==> config.mk <==
export PLATFORM = sky130hd
export DESIGN_NAME = fps_ctrl
export DESIGN_NICKNAME = d
export VERILOG_FILES = /design/src/sv/fps_pkg.sv /design/src/sv/fps_ctrl.sv
export SDC_FILE = /design/constraint.sdc
export NUM_CORES = 1
export LEC_CHECK = 0
export BUFFER_PORTS_ARGS = -buffer_cell sky130_fd_sc_hd__buf_2
export CORE_AREA = 5 5 42 44
export DETAILED_ROUTE_END_ITERATION = 6
export DIE_AREA = 0 0 47 49
export GPL_TIMING_DRIVEN = 0
export SLEW_MARGIN = 30
export SYNTH_ARGS = -nofsm -noshare
export SYNTH_HDL_FRONTEND = slang
export SYNTH_SLANG_ARGS = --single-unit
==> constraint.sdc <==
create_clock -name clk_i -period 1.4 [get_ports clk_i]
set_input_delay 0.42 -clock clk_i [delete_from_list [all_inputs] [get_ports clk_i]]
set_output_delay 0.42 -clock clk_i [all_outputs]
set_load 0.1 [all_outputs]
==> src/sv/fps_pkg.sv <==
// Shared constants, codes and control types of the Fenwick prefix-sum table.
`timescale 1ns / 1ps
`default_nettype none

package fps_pkg;

  localparam int unsigned DEPTH   = 4096;
  localparam int unsigned ADDR_W  = $clog2(DEPTH);
  localparam int unsigned CNT_W   = ADDR_W + 1;
  localparam int unsigned DATA_W  = 32;
  localparam int unsigned ACT_W   = 2;
  localparam int unsigned POS_W   = 13;
  localparam int unsigned CFG_W   = 13;
  localparam int unsigned CMP_W   = (CNT_W > POS_W) ? CNT_W : POS_W;
  localparam int unsigned PADDR_W = 3;
  localparam int unsigned PDATA_W = 32;
  localparam int unsigned RIDX_W  = PADDR_W - 2;

  localparam logic [CFG_W-1:0] ACTIVE_SIZE_RST = CFG_W'(4096);

  localparam logic [ACT_W-1:0] ACT_ADD   = 2'd0;
  localparam logic [ACT_W-1:0] ACT_QUERY = 2'd1;
  localparam logic [ACT_W-1:0] ACT_CLEAR = 2'd2;

  localparam logic [RIDX_W-1:0] REG_ACTIVE_SIZE = 1'b0;

  typedef enum logic [2:0] {
    ST_CLEAR,
    ST_IDLE,
    ST_ADD_RD,
    ST_ADD_WR,
    ST_QRY_RD,
    ST_QRY_ACC,
    ST_RESULT
  } state_e;

  typedef struct packed {
    logic ld_add;
    logic ld_qry;
    logic add_rd;
    logic add_step;
    logic qry_step;
    logic acc_en;
    logic clr_wr;
    logic ld_out;
  } cmd_t;

  typedef struct packed {
    logic add_ok;
    logic pos_neg;
    logic add_more;
    logic qry_more;
    logic clr_last;
    logic out_free;
  } stat_t;

endpackage

`default_nettype wire

==> src/sv/fps_ctrl.sv <==
// Controller state machine that sequences adds, queries and store clearing.
`timescale 1ns / 1ps
`default_nettype none

module fps_ctrl import fps_pkg::*; (
  input  logic             clk_i,
  input  logic             rst_ni,
  input  logic             in_valid_i,
  input  logic [ACT_W-1:0] action_i,
  output logic             in_ready_o,
  input  stat_t            st_i,
  output cmd_t             cmd_o
);

  state_e state_q, state_d;

  always_ff @(posedge clk_i or negedge rst_ni) begin
    if (!rst_ni) begin
      state_q <= ST_CLEAR;
    end else begin
      state_q <= state_d;
    end
  end

  always_comb begin
    state_d    = state_q;
    cmd_o      = '0;
    in_ready_o = 1'b0;
    unique case (state_q)
      ST_CLEAR: begin
        cmd_o.clr_wr = 1'b1;
        if (st_i.clr_last) begin
          state_d = ST_IDLE;
        end
      end
      ST_IDLE: begin
        in_ready_o = 1'b1;
        if (in_valid_i) begin
          unique case (action_i)
            ACT_ADD: begin
              cmd_o.ld_add = 1'b1;
              if (st_i.add_ok) begin
                state_d = ST_ADD_RD;
              end
            end
            ACT_QUERY: begin
              cmd_o.ld_qry = 1'b1;
              state_d = st_i.pos_neg ? ST_RESULT : ST_QRY_RD;
            end
            ACT_CLEAR: begin
              state_d = ST_CLEAR;
            end
            default: begin
              state_d = ST_IDLE;
            end
          endcase
        end
      end
      ST_ADD_RD: begin
        cmd_o.add_rd = 1'b1;
        state_d = ST_ADD_WR;
      end
      ST_ADD_WR: begin
        cmd_o.add_step = 1'b1;
        if (!st_i.add_more) begin
          state_d = ST_IDLE;
        end
      end
      ST_QRY_RD: begin
        cmd_o.qry_step = 1'b1;
        state_d = ST_QRY_ACC;
      end
      ST_QRY_ACC: begin
        cmd_o.acc_en = 1'b1;
        if (st_i.qry_more) begin
          cmd_o.qry_step = 1'b1;
        end else begin
          state_d = ST_RESULT;
        end
      end
      ST_RESULT: begin
        if (st_i.out_free) begin
          cmd_o.ld_out = 1'b1;
          state_d = ST_IDLE;
        end
      end
      default: begin
        state_d = ST_IDLE;
      end
    endcase
  end

  // Every write of an add is preceded by the read of the same node.
  assert property (@(posedge clk_i) disable iff (!rst_ni)
    state_q == ST_ADD_WR |-> $past(state_q) == ST_ADD_RD || $past(state_q) == ST_ADD_WR)
    else $error("add write phase entered without a read");

  // Accumulation only follows a node read of the same query.
  assert property (@(posedge clk_i) disable iff (!rst_ni)
    state_q == ST_QRY_ACC |-> $past(state_q) == ST_QRY_RD || $past(state_q) == ST_QRY_ACC)
    else $error("query accumulate entered without a read");

  assert property (@(posedge clk_i) disable iff (!rst_ni)
    $onehot0({cmd_o.ld_add, cmd_o.ld_qry, cmd_o.add_rd, cmd_o.add_step,
              cmd_o.qry_step, cmd_o.clr_wr, cmd_o.ld_out}))
    else $error("conflicting datapath commands");

endmodule

`default_nettype wire

=== Word-level counts from Yosys, hierarchy flattened ===
Cells that the tools add are included.

* Flip-flop bits (word level): 3
* Bits of input ports: 11
* Output and inout port bits: 9
* Word-level logic and storage cells: 40

* Equal/unequal tests: 14
* Muxes and demuxes: 22
* Reduce and logical (&&, ||, !) cells: 3

{| class="wikitable"
|+ Operator list
! cell !! number
|-
| 3-bit one-hot mux with 7 select lines || 1
|-
| 3-bit two-way mux || 6
|-
| 1-bit two-way mux || 10
|-
| 2-bit inequality test (second input constant) || 5
|-
| 3-bit equality test (second input constant) || 3
|-
| 3-bit one-hot mux with 3 select lines || 1
|-
| 3-bit by 2-bit equality test with 1-bit output (second input constant) || 2
|-
| 2-bit two-way mux || 3
|-
| 6-bit AND reduction || 1
|-
| 3-bit by 1-bit equality test with 1-bit output (second input constant) || 1
|-
| 3-bit logical NOT || 1
|-
| 3-bit inequality test (second input constant) || 1
|-
| 2-bit by 1-bit equality test with 1-bit output (second input constant) || 1
|-
| 2-bit equality test (second input constant) || 1
|-
| 2-bit logical NOT || 1
|-
| 1-bit one-hot mux with 2 select lines || 1
|}

=== Depth between registers and ports, before layout ===
Gate-level depths: netlist of the first run.

* Depth in word-level cells: 4
* Gate-level depth with buffers: 4
* Gate-level depth less buffers: 3

=== Least setup slack after synthesis of the first run ===
Ideal clock, no wire load.

* Kind: register to output
* From: register state_q[1]
* To: output port cmd_o[7] in the netlist's numbering
* Data arrival time: 2.927 ns
* Required time: 0.980 ns
* Setup slack: -1.947 ns
* Cell stages (with the launch flop): 5
* Path buffers: 1
* Cell sequence: dfrtp_1 buf_4 nand2b_1 nor2_1 and3_1

{| class="wikitable"
|+ RTL lines
! element !! RTL line !! RTL
|-
| start: declaration || fps_ctrl.sv:15 || <nowiki>state_e state_q, state_d;</nowiki>
|-
| start signal: assignment || fps_ctrl.sv:21 || <nowiki>state_q <= state_d;</nowiki>
|-
| end: declaration || fps_ctrl.sv:12 || <nowiki>output cmd_t cmd_o</nowiki>
|}

==> flow_metrics.env, run 1 <==
export IMPL_status="finished with violations"
export IMPL_violations="negative setup slack"
export IMPL_hold_end="state_q[0]"
export IMPL_max_freq_ghz=0.5656
export IMPL_areaGrowthSynthToFinish_pct=168.8
export IMPL_grt_ovfl_total=0
export IMPL_cts_root_buf="clkbuf_4"
export IMPL_syn_area_um2=276.5
export IMPL_htree_levels=1
export IMPL_required_ns=0.98
export IMPL_clockBufferDepth=2
export IMPL_final_antenna_net_count=0
export IMPL_avgViaCountPerCell=4.570
export IMPL_num_rows=14
export IMPL_cap_viol_max_count=0
export IMPL_routed_wl_um=1067
export IMPL_ys_types=20
export IMPL_initial_core_util=0.1973
export IMPL_grt_pass1_wl_um=1725
export IMPL_die_w_um=47
export IMPL_hold_path_depth=3
export IMPL_end_kind="output port"
export IMPL_tightest_slew_ns=0.2351
export IMPL_layout_nets=82
export IMPL_via_count=393
export IMPL_timing_rr_end="state_q[1]"
export IMPL_place_ws_ns=-0.4581
export IMPL_finalWorstPathRequiredPeriod_ns=1.768
export IMPL_ios=20
export IMPL_clock_skew_final_ns=0.002176
export IMPL_gp_congestion=0.7176
export IMPL_slew_headroom=0.8431
export IMPL_ys_warn_count=0
export IMPL_drc_errors=0
export IMPL_final_cell_mix="buf_2, buf_4, buf_12"
export IMPL_worst_setup_path_start_kind="flop"
export IMPL_path_max_fanout=5
export IMPL_die_h_um=49
export IMPL_fin_setup_tns_ns=-2.513
export IMPL_synth_area_per_cell_um2=7.681
export IMPL_largest_register="state_q"
export IMPL_cts_tree="built"
export IMPL_drv_slew=0
export IMPL_fin_ws_ns=-0.3679
export IMPL_reg2reg_from="state_q[1]"
export IMPL_dr_pass1_iters=3
export IMPL_clock_sinks=3
export IMPL_ys_ff_latch=3
export IMPL_wire_per_inst_um=12.41
export IMPL_setup_worst_path_class="flop to output port"
export IMPL_antenna_found_initial=0
export IMPL_numPortBuffers=19
export IMPL_n_antenna_cell=0
export IMPL_design_die_area_um2=2303
export IMPL_clk_pin_slew_ns=0.04
export IMPL_hp_start="st_i[1]"
export IMPL_clock_latency_ns=0.24
export IMPL_ff2ff_setup_slack_ns=0.06
export IMPL_setup_viol=9
export IMPL_hold_viol=0
export IMPL_r2r_cells=5
export IMPL_final_layout_size_suffix_gt1_frac=0.8000
export IMPL_hold_class="primary input to flop"
export IMPL_grt_max_degree=10
export IMPL_largest_register_ffs=3
export IMPL_synthesis_nets=47
export IMPL_cts_buffers=3
export IMPL_initialDrtViolationCount=1
export IMPL_timing_final_crit_share=1.263
export IMPL_core_area_um2=1401
export IMPL_reg_largest_list="state_q (3)"
export IMPL_grt_pass1_vias=416
export IMPL_grtUsageTotal=0.1080
export IMPL_crit_arrival_ns=1.35
export IMPL_seq_area_frac_synth=0.2715
export IMPL_synthCells=36
export IMPL_rsz0062_at_grt="yes"
-- logic make-up after synthesis --
group / count (synthesis) / share of synthesized area
buf+inv: 3 / 0.06784
compound gates: 7 / 0.1900
simple gates: 23 / 0.4706
flops: 3 / 0.2715
-- worst max-delay path, stage by stage (launching register included) --
cell	delay, ns
dfrtp_2	0.42
nand2b_4	0.17
nor2_4	0.13
and3_4	0.20
buf_12	0.17
-- metal layers --
layer,share of wire,vias to the layer above,GRT usage
li1,-,194,-
met2,0.52,17,0.1674
met1,0.39,179,0.1195
met5,0,-,0
met4,0.021,0,0.08295
met3,0.067,3,0.02583
-- synth_stat cells, drive strengths merged --
cell     instances  area (µm²)
a21boi           1       7.510
a21oi            1       5.000
and2             1       6.260
and2b            1       7.510
and3             1       6.260
and4             1       11.26
buf              2       15.01
dfrtp            3       75.07
inv              1       3.750
nand2            5       18.77
nand2b           3       18.77
nor2             4       15.01
nor2b            2       12.51
nor3             3       15.01
nor3b            1       7.510
o2111ai          1       8.760
o21ai            2       10.01
o221ai           1       8.760
o31ai            1       12.51
or3              1       11.26
-- stage by stage --
| step | hold WS (ns) | cells | util | cell area, µm² |
|---|---|---|---|---|
| after global placement | 0.2171 | 71 | 0.3455 | 484.2 |
| final | 0.4892 | 86 | 0.5304 | 743.2 |
| after CTS | 0.4948 | 85 | 0.5179 | 725.7 |
| after floorplan | 0.1244 | 36 | - | 369.1 |
| after detailed placement | 0.2179 | 71 | 0.3455 | 484.2 |
| after global routing | 0.4972 | 86 | 0.5304 | 743.2 |
-- what timing repair did --
action,CTS,global route
buffers inserted,9,2
pin swaps,2,3
hold endpoints to repair,3,0
resized for setup,37,5
hold buffers,1,0
setup endpoints to repair,9,10
-- worst max path at each step --
stage                           to  cells past startpoint  slack, ns         from
after detailed placement  cmd_o[6]                      5      -0.46  action_i[1]
after global routing      cmd_o[7]                      4      -0.40   state_q[1]
after CTS                 cmd_o[7]                      5      -0.36   state_q[1]
final                     cmd_o[7]                      4      -0.37   state_q[1]
after global placement    cmd_o[6]                      5      -0.45  action_i[1]
after floorplan           cmd_o[7]                      4      -0.70   state_q[1]
-- layout make-up --
| type | count | area (µm²) |
|---|---|---|
| Fill cell | 136 | 658.1 |
| Timing Repair Buffer | 31 | 321.6 |
| Multi-Input combinational cell | 30 | 282.8 |
| Sequential cell | 3 | 77.57 |
| Clock buffer | 4 | 26.28 |
| Tap cell | 16 | 20.02 |
| Buffer | 1 | 11.26 |
| Inverter | 1 | 3.754 |
Power of run 1 is not shown: default switching activity piles up to over one toggle a cycle in this logic, so the estimate is an artifact.
==> run 2: changes to the inputs <==
CELL_PAD_IN_SITES_DETAIL_PLACEMENT = 1   (was not set)
CELL_PAD_IN_SITES_GLOBAL_PLACEMENT = 2   (was not set)
CORE_AREA = not set   (was 5 5 42 44)
CORE_MARGIN = 5   (was not set)
CORE_UTILIZATION = 17   (was not set)
DIE_AREA = not set   (was 0 0 47 49)
PLACE_DENSITY_LB_ADDON = 0.1   (was not set)
==> flow_metrics.env, run 2 (synthesis gave the netlist of run 1 again) <==
export IMPL_setup_worst_path_class="flop to output port"
export IMPL_via_count=393
export IMPL_clock_latency_ns=0.23
export IMPL_drv_slew=0
export IMPL_cp_startpoint="state_q[1]"
export IMPL_hold_end="state_q[0]"
export IMPL_final_layout_size_suffix_gt1_frac=0.7857
export IMPL_gp_congestion=0.6488
export IMPL_ff2ff_setup_slack_ns=0.05
export IMPL_num_rows=14
export IMPL_placed_area_um2=484.2
export IMPL_grt_max_degree=11
export IMPL_wire_per_inst_um=13.79
export IMPL_hold_class="primary input to flop"
export IMPL_largest_register="state_q"
export IMPL_crit_chain="buf_6 > nand2b_4 > nor2_4 > and3_4 > buf_12"
export IMPL_initialDrtViolationCount=4
export IMPL_die_h_um=50.33
export IMPL_setup_viol=9
export IMPL_numPortBuffers=19
export IMPL_final_antenna_net_count=0
export IMPL_tightest_slew_ns=0.2901
export IMPL_hp_start="st_i[0]"
export IMPL_dr_pass1_iters=4
export IMPL_r2r_cells=6
export IMPL_clock_skew_final_ns=0.002947
export IMPL_design_die_area_um2=2533
export IMPL_fillers=168
export IMPL_areaGrowthSynthToFinish_pct=176.9
export IMPL_cpPeakStageDelay_ns=0.36
export IMPL_timing_final_crit_share=1.256
export IMPL_final_cell_mix="buf_2, buf_12, buf_4"
export IMPL_grt_pass1_vias=457
export IMPL_final_cell_area_um2=765.7
export IMPL_grt_ovfl_total=0
export IMPL_reg_largest_list="state_q (3)"
export IMPL_routed_wl_um=1186
export IMPL_clockBufferDepth=2
export IMPL_dp_hpwl_um=809.9
export IMPL_rsz0062_at_grt="yes"
export IMPL_hold_viol=0
export IMPL_grt_pass1_wl_um=1987
export IMPL_timing_rr_end="state_q[1]"
export IMPL_layout_nets=82
export IMPL_path_max_fanout=4
export IMPL_htree_levels=1
export IMPL_fin_ws_ns=-0.3589
export IMPL_largest_register_ffs=3
export IMPL_core_area_um2=1524
export IMPL_end_kind="output port"
export IMPL_n_antenna_cell=0
export IMPL_clk_pin_slew_ns=0.04
export IMPL_antenna_found_initial=0
export IMPL_path_delay_family="simple AND/OR/NAND/NOR gates"
export IMPL_drc_errors=0
export IMPL_cts_buffers=3
export IMPL_grtUsageTotal=0.1071
export IMPL_required_ns=0.98
export IMPL_die_w_um=50.33
export IMPL_initial_core_util=0.1814
export IMPL_cts_tree="built"
export IMPL_reg2reg_from="state_q[1]"
export IMPL_avgViaCountPerCell=4.570
export IMPL_cp_slowest_cell="dfrtp_1"
export IMPL_worst_setup_path_start_kind="flop"
export IMPL_violations="negative setup slack"
export IMPL_slew_headroom=0.8064
export IMPL_finish_utilization=0.5025
export IMPL_clock_sinks=3
export IMPL_hold_path_depth=3
export IMPL_finalWorstPathRequiredPeriod_ns=1.759
export IMPL_cts_root_buf="clkbuf_4"
export IMPL_cap_viol_max_count=0
export IMPL_max_freq_ghz=0.5685
export IMPL_status="finished with violations"
export IMPL_final_common_cell="buf_2"
export IMPL_cp_num_buf_inv=2
export IMPL_seqCellArea_um2=76.32
export IMPL_ios=20
export IMPL_multiInputGateArea_um2=292.8
export IMPL_crit_arrival_ns=1.34
-- run 2: cell counts in the layout (fill, tap and decap cells not counted) --
No cell type changed its count.
-- run 2: cell type report --
type	instances	share of cell area
timing repair buffer	30	0.4183
inverter	1	0.004902
tap	16	0.02614
sequential	3	0.09967
clock buffer	4	0.03431
multi-input combinational	30	0.3824
buffer	2	0.03431
-- run 2: how the worst max path moves through the flow --
stage	endpoint	cells past startpoint	slack [ns]
4_1_cts	cmd_o[7]	5	-0.38
5_1_grt	cmd_o[7]	5	-0.41
6_report	cmd_o[7]	5	-0.36
3_3_place_gp	cmd_o[6]	5	-0.45
2_1_floorplan	cmd_o[7]	4	-0.70
3_5_place_dp	cmd_o[6]	5	-0.48
-- run 2: through the flow --
stage	std cells	hold slack (ns)	setup TNS (ns)	worst slack [ns]
after global placement	71	0.2190	-2.562	-0.4499
after detailed placement	71	0.2216	-2.718	-0.4815
after global routing	86	0.5047	-3.085	-0.4114
after floorplan	36	0.1244	-2.829	-0.6972
final	86	0.5003	-2.497	-0.3589
after CTS	82	0.5081	-2.657	-0.3764
-- run 2: repair_timing --
item                       4_1_cts  5_1_grt
hold endpoints to repair         3        0
resized for setup               38        6
buffers inserted                 6        4
hold buffers                     1        0
pin swaps                        2        1
setup endpoints to repair        9        9
-- run 2: worst min-delay path: stages --
cell and delay, ns:
buf_2 0.10, o221ai_2 0.10, o31ai_2 0.07
-- run 2: metal layers --
metal  up-vias  part of all wire  global-route usage
met4         0             0.018             0.08936
met5         -                 0                   0
met1       181              0.38              0.1083
met3         2             0.072             0.03254
met2        15              0.53              0.1778
li1        195                 -                   -
Power of run 2 is left out for the same reason.
